### src/sv/gda_pkg.sv
// Shared types, constants and table functions for the Gregorian date arithmetic block.
`default_nettype none
package gda_pkg;

  localparam int YEAR_W = 14;
  localparam int DIFF_W = 23;
  localparam int JDN_W  = 24;
  localparam int YY_W   = 15;
  localparam int PROD_W = 29;

  // floor(x / 25) == (x * RECIP25) >> RECIP_SH for x below 8192
  localparam logic [15:0] RECIP25  = 16'd41944;
  localparam int          RECIP_SH = 20;

  localparam logic [YY_W-1:0]   YEAR_OFS  = 15'd4800;
  localparam logic [8:0]        DAYS_YEAR = 9'd365;
  localparam logic [YEAR_W-1:0] YEAR_TOP  = 14'd16383;

  localparam logic signed [JDN_W:0] DIFF_HI = 25'sd4194303;
  localparam logic signed [JDN_W:0] DIFF_LO = -25'sd4194304;

  typedef enum logic [2:0] {
    S_IDLE,
    S_MUL,
    S_SUM,
    S_M100,
    S_WALK,
    S_FIN
  } gda_state_t;

  typedef struct packed {
    logic load;
    logic do_mul;
    logic do_sum;
    logic do_mod;
    logic do_walk;
    logic do_out;
  } gda_cmd_t;

  typedef struct packed {
    logic is_add;
    logic walk_done;
  } gda_stat_t;

  // month 0 reads as 1, above 12 as 12
  function automatic logic [3:0] fix_month(input logic [3:0] m);
    logic [3:0] r;
    if (m == 4'd0) r = 4'd1;
    else if (m > 4'd12) r = 4'd12;
    else r = m;
    return r;
  endfunction

  function automatic logic [4:0] month_len(input logic [3:0] m, input logic lp);
    logic [4:0] r;
    case (m)
      4'd2:                      r = lp ? 5'd29 : 5'd28;
      4'd4, 4'd6, 4'd9, 4'd11:   r = 5'd30;
      default:                   r = 5'd31;
    endcase
    return r;
  endfunction

  // (153 * mm + 2) / 5 with the year starting in March
  function automatic logic [8:0] month_ofs(input logic [3:0] m);
    logic [8:0] r;
    case (m)
      4'd3:    r = 9'd0;
      4'd4:    r = 9'd31;
      4'd5:    r = 9'd61;
      4'd6:    r = 9'd92;
      4'd7:    r = 9'd122;
      4'd8:    r = 9'd153;
      4'd9:    r = 9'd184;
      4'd10:   r = 9'd214;
      4'd11:   r = 9'd245;
      4'd12:   r = 9'd275;
      4'd1:    r = 9'd306;
      4'd2:    r = 9'd337;
      default: r = 9'd0;
    endcase
    return r;
  endfunction

endpackage
`default_nettype wire

### src/sv/gda_ctrl.sv
// Controller state machine sequencing the date datapath and owning the result valid.
`default_nettype none
module gda_ctrl (
  input  wire logic               clk,
  input  wire logic               rst_n,
  input  wire logic               in_valid,
  output logic                    in_ready,
  output logic                    out_valid,
  input  wire logic               out_ready,
  input  wire gda_pkg::gda_stat_t stat,
  output gda_pkg::gda_cmd_t       cmd
);

  gda_pkg::gda_state_t state_r, state_nxt;
  logic out_valid_r, out_valid_nxt;

  always_ff @(posedge clk) begin
    if (!rst_n) begin
      state_r     <= gda_pkg::S_IDLE;
      out_valid_r <= 1'b0;
    end else begin
      state_r     <= state_nxt;
      out_valid_r <= out_valid_nxt;
    end
  end

  always_comb begin
    state_nxt = state_r;
    cmd       = '0;
    in_ready  = 1'b0;
    case (state_r)
      gda_pkg::S_IDLE: begin
        in_ready = 1'b1;
        if (in_valid) begin
          cmd.load  = 1'b1;
          state_nxt = gda_pkg::S_MUL;
        end
      end
      gda_pkg::S_MUL: begin
        cmd.do_mul = 1'b1;
        state_nxt  = gda_pkg::S_SUM;
      end
      gda_pkg::S_SUM: begin
        cmd.do_sum = 1'b1;
        state_nxt  = stat.is_add ? gda_pkg::S_M100 : gda_pkg::S_FIN;
      end
      gda_pkg::S_M100: begin
        cmd.do_mod = 1'b1;
        state_nxt  = gda_pkg::S_WALK;
      end
      gda_pkg::S_WALK: begin
        if (stat.walk_done) state_nxt = gda_pkg::S_FIN;
        else cmd.do_walk = 1'b1;
      end
      gda_pkg::S_FIN: begin
        // output register free, or its request is taken this cycle
        if (!out_valid_r || out_ready) begin
          cmd.do_out = 1'b1;
          state_nxt  = gda_pkg::S_IDLE;
        end
      end
      default: state_nxt = gda_pkg::S_IDLE;
    endcase
  end

  always_comb begin
    if (cmd.do_out) out_valid_nxt = 1'b1;
    else if (out_ready) out_valid_nxt = 1'b0;
    else out_valid_nxt = out_valid_r;
  end

  assign out_valid = out_valid_r;

endmodule
`default_nettype wire

### src/sv/gda_dp.sv
// Datapath: Julian day difference, month walk for day addition, and result registers.
`default_nettype none
module gda_dp #(
  parameter int MAX_ADD_DAYS = 65535
) (
  input  wire logic                 clk,
  input  wire gda_pkg::gda_cmd_t    cmd,
  output gda_pkg::gda_stat_t        stat,
  input  wire logic                 in_kind,
  input  wire logic [4:0]           in_day_a,
  input  wire logic [3:0]           in_month_a,
  input  wire logic [13:0]          in_year_a,
  input  wire logic [4:0]           in_day_b,
  input  wire logic [3:0]           in_month_b,
  input  wire logic [13:0]          in_year_b,
  input  wire logic [15:0]          in_add_count,
  output logic signed [22:0]        out_day_diff,
  output logic                      out_is_before,
  output logic                      out_is_after,
  output logic                      out_is_same,
  output logic [4:0]                out_day_out,
  output logic [3:0]                out_month_out,
  output logic [13:0]               out_year_out
);

  localparam int CNT_W = $clog2(MAX_ADD_DAYS + 1);
  localparam int N_W   = (CNT_W < 16) ? CNT_W : 16;
  localparam int DAY_W = ((N_W > 5) ? N_W : 5) + 1;
  localparam int YW    = gda_pkg::YEAR_W;
  localparam int PW    = gda_pkg::PROD_W;
  localparam int JW    = gda_pkg::JDN_W;
  localparam int SH    = gda_pkg::RECIP_SH;

  // request registers
  logic             kind_r;
  logic [DAY_W-1:0] day_r;
  logic [3:0]       mon_r;
  logic [YW-1:0]    yr_r;
  logic [4:0]       db_r;
  logic [3:0]       mb_r;
  logic [YW-1:0]    yb_r;

  // multiply stage
  logic [23:0] p365a_r, p365b_r;
  logic [PW-1:0] pda_r, pdb_r;
  logic [12:0] q4a_r, q4b_r;
  logic [8:0]  ofsa_r, ofsb_r;

  // sums and leap counters
  logic [JW-1:0] ja_r, jb_r;
  logic [8:0]    c400_r;
  logic [6:0]    c100_r;

  // result registers
  logic signed [22:0] diff_o_r;
  logic               bef_o_r, aft_o_r, same_o_r;
  logic [4:0]         day_o_r;
  logic [3:0]         mon_o_r;
  logic [YW-1:0]      yr_o_r;

  logic [N_W-1:0]     n_clip;
  logic [3:0]         ma_fix;
  logic               a_a, a_b;
  logic [14:0]        yya, yyb;
  logic [12:0]        div_xa;
  logic [8:0]         qa100, qb100;
  logic [JW-1:0]      ja_nxt, jb_nxt;
  logic [5:0]         q400;
  logic [YW-1:0]      r400_full;
  logic [8:0]         c100_pre;
  logic               leap;
  logic [4:0]         lim;
  logic               walk_done;
  logic signed [JW:0] diff;
  logic signed [22:0] diff_sat;

  always_comb begin
    if (32'(in_add_count) > 32'(MAX_ADD_DAYS)) n_clip = N_W'(MAX_ADD_DAYS);
    else n_clip = N_W'(in_add_count);
  end

  assign ma_fix = gda_pkg::fix_month(in_month_a);

  // March-based year: Jan and Feb belong to the year before
  assign a_a = (mon_r <= 4'd2);
  assign a_b = (mb_r <= 4'd2);
  assign yya = 15'(yr_r) + gda_pkg::YEAR_OFS - 15'(a_a);
  assign yyb = 15'(yb_r) + gda_pkg::YEAR_OFS - 15'(a_b);
  assign div_xa = kind_r ? 13'(yr_r >> 4) : 13'(yya >> 2);

  assign qa100 = pda_r[SH+8:SH];
  assign qb100 = pdb_r[SH+8:SH];
  assign ja_nxt = JW'(day_r[4:0]) + JW'(ofsa_r) + JW'(p365a_r) + JW'(q4a_r)
                  - JW'(qa100) + JW'(qa100 >> 2);
  assign jb_nxt = JW'(db_r) + JW'(ofsb_r) + JW'(p365b_r) + JW'(q4b_r)
                  - JW'(qb100) + JW'(qb100 >> 2);

  // year mod 400 from the shared reciprocal product
  assign q400      = pda_r[SH+5:SH];
  assign r400_full = yr_r - (YW'(q400) * YW'(400));

  always_comb begin
    if (c400_r >= 9'd300) c100_pre = c400_r - 9'd300;
    else if (c400_r >= 9'd200) c100_pre = c400_r - 9'd200;
    else if (c400_r >= 9'd100) c100_pre = c400_r - 9'd100;
    else c100_pre = c400_r;
  end

  assign leap      = ((yr_r[1:0] == 2'd0) && (c100_r != 7'd0)) || (c400_r == 9'd0);
  assign lim       = gda_pkg::month_len(mon_r, leap);
  assign walk_done = (day_r <= DAY_W'(lim));

  assign diff = $signed({1'b0, jb_r}) - $signed({1'b0, ja_r});
  always_comb begin
    if (diff > gda_pkg::DIFF_HI) diff_sat = 23'sh3FFFFF;
    else if (diff < gda_pkg::DIFF_LO) diff_sat = -23'sd4194304;
    else diff_sat = diff[22:0];
  end

  always_ff @(posedge clk) begin
    if (cmd.load) begin
      kind_r <= in_kind;
      day_r  <= DAY_W'(in_day_a) + (in_kind ? DAY_W'(n_clip) : DAY_W'(0));
      mon_r  <= ma_fix;
      yr_r   <= in_year_a;
      db_r   <= in_day_b;
      mb_r   <= gda_pkg::fix_month(in_month_b);
      yb_r   <= in_year_b;
    end
    if (cmd.do_mul) begin
      p365a_r <= 24'(yya) * 24'(gda_pkg::DAYS_YEAR);
      p365b_r <= 24'(yyb) * 24'(gda_pkg::DAYS_YEAR);
      pda_r   <= PW'(div_xa) * PW'(gda_pkg::RECIP25);
      pdb_r   <= PW'(13'(yyb >> 2)) * PW'(gda_pkg::RECIP25);
      q4a_r   <= 13'(yya >> 2);
      q4b_r   <= 13'(yyb >> 2);
      ofsa_r  <= gda_pkg::month_ofs(mon_r);
      ofsb_r  <= gda_pkg::month_ofs(mb_r);
    end
    if (cmd.do_sum) begin
      ja_r   <= ja_nxt;
      jb_r   <= jb_nxt;
      c400_r <= 9'(r400_full);
    end
    if (cmd.do_mod) begin
      c100_r <= 7'(c100_pre);
    end
    if (cmd.do_walk) begin
      day_r <= day_r - DAY_W'(lim);
      if (mon_r == 4'd12) begin
        mon_r <= 4'd1;
        if (yr_r == gda_pkg::YEAR_TOP) begin
          // 14-bit year wraps to zero, which is a multiple of 400
          yr_r   <= '0;
          c100_r <= '0;
          c400_r <= '0;
        end else begin
          yr_r   <= yr_r + 14'd1;
          c100_r <= (c100_r == 7'd99) ? 7'd0 : c100_r + 7'd1;
          c400_r <= (c400_r == 9'd399) ? 9'd0 : c400_r + 9'd1;
        end
      end else begin
        mon_r <= mon_r + 4'd1;
      end
    end
    if (cmd.do_out) begin
      if (kind_r) begin
        diff_o_r <= '0;
        bef_o_r  <= 1'b0;
        aft_o_r  <= 1'b0;
        same_o_r <= 1'b0;
        day_o_r  <= day_r[4:0];
        mon_o_r  <= mon_r;
        yr_o_r   <= yr_r;
      end else begin
        diff_o_r <= diff_sat;
        bef_o_r  <= (diff > 0);
        aft_o_r  <= (diff < 0);
        same_o_r <= (diff == 0);
        day_o_r  <= '0;
        mon_o_r  <= '0;
        yr_o_r   <= '0;
      end
    end
  end

  assign stat.is_add    = kind_r;
  assign stat.walk_done = walk_done;

  assign out_day_diff  = diff_o_r;
  assign out_is_before = bef_o_r;
  assign out_is_after  = aft_o_r;
  assign out_is_same   = same_o_r;
  assign out_day_out   = day_o_r;
  assign out_month_out = mon_o_r;
  assign out_year_out  = yr_o_r;

endmodule
`default_nettype wire

### src/sv/gregorian_date_arithmetic.sv
// Top level of the Gregorian date arithmetic block: controller plus datapath.
//
//  channel  handshake             payload
//  in       in_valid / in_ready   kind, day/month/year of A and B, add_count
//  out      out_valid / out_ready day_diff, flags, day/month/year out
//
// Compare: request accept, then multiply, sum and finish load the result register.
// Add-days: multiply, sum and mod-100 steps, then one month-walk step per cycle for
// each month crossed, then finish.
// One request at a time; a new request is taken while the last result waits.
// A stalled output holds the finish step until the result register frees.
// Synchronous active-low reset clears the controller and the result valid.
`default_nettype none
module gregorian_date_arithmetic #(
  parameter int MAX_ADD_DAYS = 65535
) (
  input  wire logic          clk,
  input  wire logic          rst_n,
  input  wire logic          in_valid,
  output logic               in_ready,
  input  wire logic          in_kind,
  input  wire logic [4:0]    in_day_a,
  input  wire logic [3:0]    in_month_a,
  input  wire logic [13:0]   in_year_a,
  input  wire logic [4:0]    in_day_b,
  input  wire logic [3:0]    in_month_b,
  input  wire logic [13:0]   in_year_b,
  input  wire logic [15:0]   in_add_count,
  output logic               out_valid,
  input  wire logic          out_ready,
  output logic signed [22:0] out_day_diff,
  output logic               out_is_before,
  output logic               out_is_after,
  output logic               out_is_same,
  output logic [4:0]         out_day_out,
  output logic [3:0]         out_month_out,
  output logic [13:0]        out_year_out
);

  gda_pkg::gda_cmd_t  cmd;
  gda_pkg::gda_stat_t stat;

  gda_ctrl u_ctrl (
    .clk       (clk),
    .rst_n     (rst_n),
    .in_valid  (in_valid),
    .in_ready  (in_ready),
    .out_valid (out_valid),
    .out_ready (out_ready),
    .stat      (stat),
    .cmd       (cmd)
  );

  gda_dp #(
    .MAX_ADD_DAYS (MAX_ADD_DAYS)
  ) u_dp (
    .clk           (clk),
    .cmd           (cmd),
    .stat          (stat),
    .in_kind       (in_kind),
    .in_day_a      (in_day_a),
    .in_month_a    (in_month_a),
    .in_year_a     (in_year_a),
    .in_day_b      (in_day_b),
    .in_month_b    (in_month_b),
    .in_year_b     (in_year_b),
    .in_add_count  (in_add_count),
    .out_day_diff  (out_day_diff),
    .out_is_before (out_is_before),
    .out_is_after  (out_is_after),
    .out_is_same   (out_is_same),
    .out_day_out   (out_day_out),
    .out_month_out (out_month_out),
    .out_year_out  (out_year_out)
  );

endmodule
`default_nettype wire

### config.mk
export PLATFORM = sky130hd
export DESIGN_NAME = gregorian_date_arithmetic
export DESIGN_NICKNAME = d
export VERILOG_FILES = /design/src/sv/gda_pkg.sv /design/src/sv/gda_ctrl.sv /design/src/sv/gda_dp.sv /design/src/sv/gregorian_date_arithmetic.sv
export SDC_FILE = /design/constraint.sdc
export NUM_CORES = 1
export LEC_CHECK = 0
export ABC_AREA = 1
export CORE_UTILIZATION = 60
export DETAILED_ROUTE_END_ITERATION = 8
export DONT_BUFFER_PORTS = 1
export HOLD_SLACK_MARGIN = 0.03
export PLACE_DENSITY = 0.79
export SETUP_SLACK_MARGIN = 0.2
export SKIP_LAST_GASP = 1
export SYNTH_ARGS = -nofsm -noshare
export SYNTH_HDL_FRONTEND = slang
export SYNTH_HIERARCHICAL = 1
export SYNTH_SLANG_ARGS = --single-unit
### constraint.sdc
create_clock -name clk -period 9.1 [get_ports clk]
set_input_delay 1.82 -clock clk [delete_from_list [all_inputs] [get_ports clk]]
set_output_delay 1.82 -clock clk [all_outputs]
set_load 0.05 [all_outputs]
==> metrics.md <==
| Metric | Value |
|---|---|
| Post-synthesis cell type count | 53 |
| Global Route met2 Usage | 43.77% |
| Max stage delay cell, worst path | fa_1 |
| EDFF count, synth | 252 |
| Clock Skew | 23.91 ps |
| Remaining Overflow, GRT | 0 |
| Syn Nets | 4241 |
| Most common cell after layout, fill and taps aside | inv_1 |
| Mapped Cells | 3423 |
| Core area | 50380 µm² |
| Die height | 228.6 µm |
| Largest net degree at the start of global routing | 62 |
| CP max stage delay | 560 ps |
| RePlAce Congestion | 0.9621 |
| Final period utilization | 88.33% |
| Synthesized area | 30820 µm² |
| Number of hold buffers added after CTS | 0 |
| Prevailing post-synth register cell | edfxtp_1 |
| RSZ-0062 raised after global routing | false |
| Worst-Skew Late Latency | 570 ps |
| Routed wire length | 69140 µm |
| Worst path top cell family by delay | adder cells |
| CP startpoint kind | flop |
| Num CTS Buffers | 37 |
| Vias in the first global route | 22.41k |
| Hold Violations, Final | 0 |
| Arr. time, crit path | 8360 ps |
| Asr flop ratio synth | 0% |
| Met1 GRT Util | 37.11% |
| Critical path buffers and inverters | 9 |
| Grt peak-use layer | met2 |
| Initial core utilization | 61.18% |
| Fmax | 0.1244 GHz |
| Fin Setup TNS | 0 ps |
| Max Cap Viol | 0 |
| Most frequent cells in the layout | inv_1, nand2_1, ha_1 |
| Vias | 22.74k |
| # IOs | 118 |
| Critical Path RT | 9420 ps |
| Worst-Margin Slew | 1031 ps |
| HP Class | reg -> reg |
| Die width | 228.6 µm |
| Routed vias/inst | 5.496 |
| Htree depth | 2 |
| Status | finished clean |
| # setup viols final | 0 |
| Crit path kind | reg -> reg |
| Mean Syn Cell Area | 9.003 µm² |
| Slew Viols, Final | 0 |
| Max-slew headroom | 31.05% |
| I/O Buffers | 0 |
| Resize count post-CTS | 0 |
| Worst-path clk slew | 60 ps |
| Sink Count | 286 |
| Die area | 52270 µm² |
| Setup Buffers After CTS | 0 |
| Post-layout min period | 8038 ps |
| DRC viols | 0 |
| Iteration-0 DRC count of the detailed router | 1543 |
| GRT Overall Usage | 26.96% |
| Post-route ant nets | 0 |
| CTS tree | done |
| DRT Pass-1 Iters | 8 |
| CP Max Fanout | 6 |
| Yosys reg bits | 286 |
| Ratio of cells with drive above 1 in the final layout | 3.232% |
| Met3 Use GR | 4.666% |
| Root Driver | clkbuf_16 |
| First-pass GRT wire length | 112500 µm |
| Rows | 82 |
| Clock Path Buffers | 3 |
| Ys Warns | 6 |
| P&R area growth vs syn | 6.334% |
| Post-detail-place hpwl | 56800 µm |
| Nets | 4257 |
| Average wire per standard cell | 16.71 µm |
| Antenna violations before repair | 3 |
| Seq/Total Area, Yosys | 26.76% |
| Setup crit end kind | flop |
-- Yosys cell counts, types with 17 or more instances --
cell,n,area share (%)
a31oi_1,17,0.35
o21bai_1,19,0.46
inv_1,787,9.6
xor2_1,118,3.4
nand2_1,511,6.2
a21oi_1,220,3.6
clkbuf_1,21,0.26
ha_1,479,19
fa_1,272,18
nand3_1,114,1.9
dfxtp_1,34,2.2
nand4_1,30,0.61
edfxtp_1,252,25
o22ai_1,19,0.39
nor3_1,38,0.62
nor2_1,181,2.2
o21ai_0,128,2.1
xnor2_1,38,1.1
-- sequential cells by signal, indices dropped and copies added, names as in the netlist, 17 cells and up --
name,cells
u_dp/ja_r,24
u_dp/p365b_r,24
u_dp/out_day_diff,23
u_dp/jb_r,24
u_dp/day_r,17
u_dp/p365a_r,24
-- worst register-to-register path, delay by kind of cell, from the launching register on --
kind	cells	cell delay [ps]
adders and majority gates	10	3770
xor gates and xnor gates	1	220
AOI/OAI and AO/OA	7	1220
buffers and inverters	9	710
DFF	1	460
and+or+nand+nor	11	1400
-- worst paths after layout --
path / startpoint / end / slack [ps] / depth (start not counted)
setup / recovery: u_dp/mon_r[0]$_DFFE_PP_ / u_dp/pda_r[26]$_DFFE_PP_ / 1060 / 38
hold / removal: u_dp/c100_r[0]$_DFF_P_ / u_dp/c100_r[0]$_DFF_P_ / 520 / 1
setup reg to reg: u_dp/mon_r[0]$_DFFE_PP_ / u_dp/pda_r[26]$_DFFE_PP_ / 1060 / 38
hold reg to reg: u_dp/c100_r[0]$_DFF_P_ / u_dp/c100_r[0]$_DFF_P_ / 520 / 1
-- layout make-up --
| type | count | area (µm²) |
|---|---|---|
| well taps | 672 | 840.8 |
| clock buffers | 44 | 982.2 |
| inverters | 791 | 2969 |
| clock inverters | 21 | 192.7 |
| diodes | 1 | 2.502 |
| repair buffers | 11 | 82.58 |
| flip-flops and latches | 286 | 8248 |
| fillers | 4048 | 17610 |
| multi-input cells | 2312 | 19450 |
-- metrics by stage --
stage | std cells | instance area (µm²) | setup slack (ps) | hold WS (ps) | utilization [%]
6_report | 4138 | 32770 | 1062 | 519.7 | 65.05
3_3_place_gp | 4072 | 31590 | 1264 | 487.8 | 62.71
2_1_floorplan | 3423 | 30820 | 457.9 | 458.3 | -
4_1_cts | 4137 | 32770 | 1113 | 520.9 | 65.05
5_1_grt | 4137 | 32770 | 494.8 | 571.9 | 65.05
3_5_place_dp | 4072 | 31590 | 1158 | 508.4 | 62.71
-- per-layer routing --
layer	share of wire, %	wire [µm]	vias to the layer above
met5	0.033	23	-
met3	6.3	4370	121
li1	-	-	11120
met2	46	31500	701
met1	46	31570	10800
met4	2.4	1680	4
-- cell families (layout without fill, tap and decap cells) --
family	Yosys count	after routing	share of synthesized area [%]
compound gates	484	484	8.863
xor+xnor	156	156	4.433
fa+ha+maj	751	751	37.12
buf+inv	825	867	10.19
flops	286	286	26.76
other cells	0	1	0
simple gates	921	921	12.63
Power is left out: the tool's default activity adds up to more than one toggle a clock period on the data nets, which glitch-free logic cannot reach.
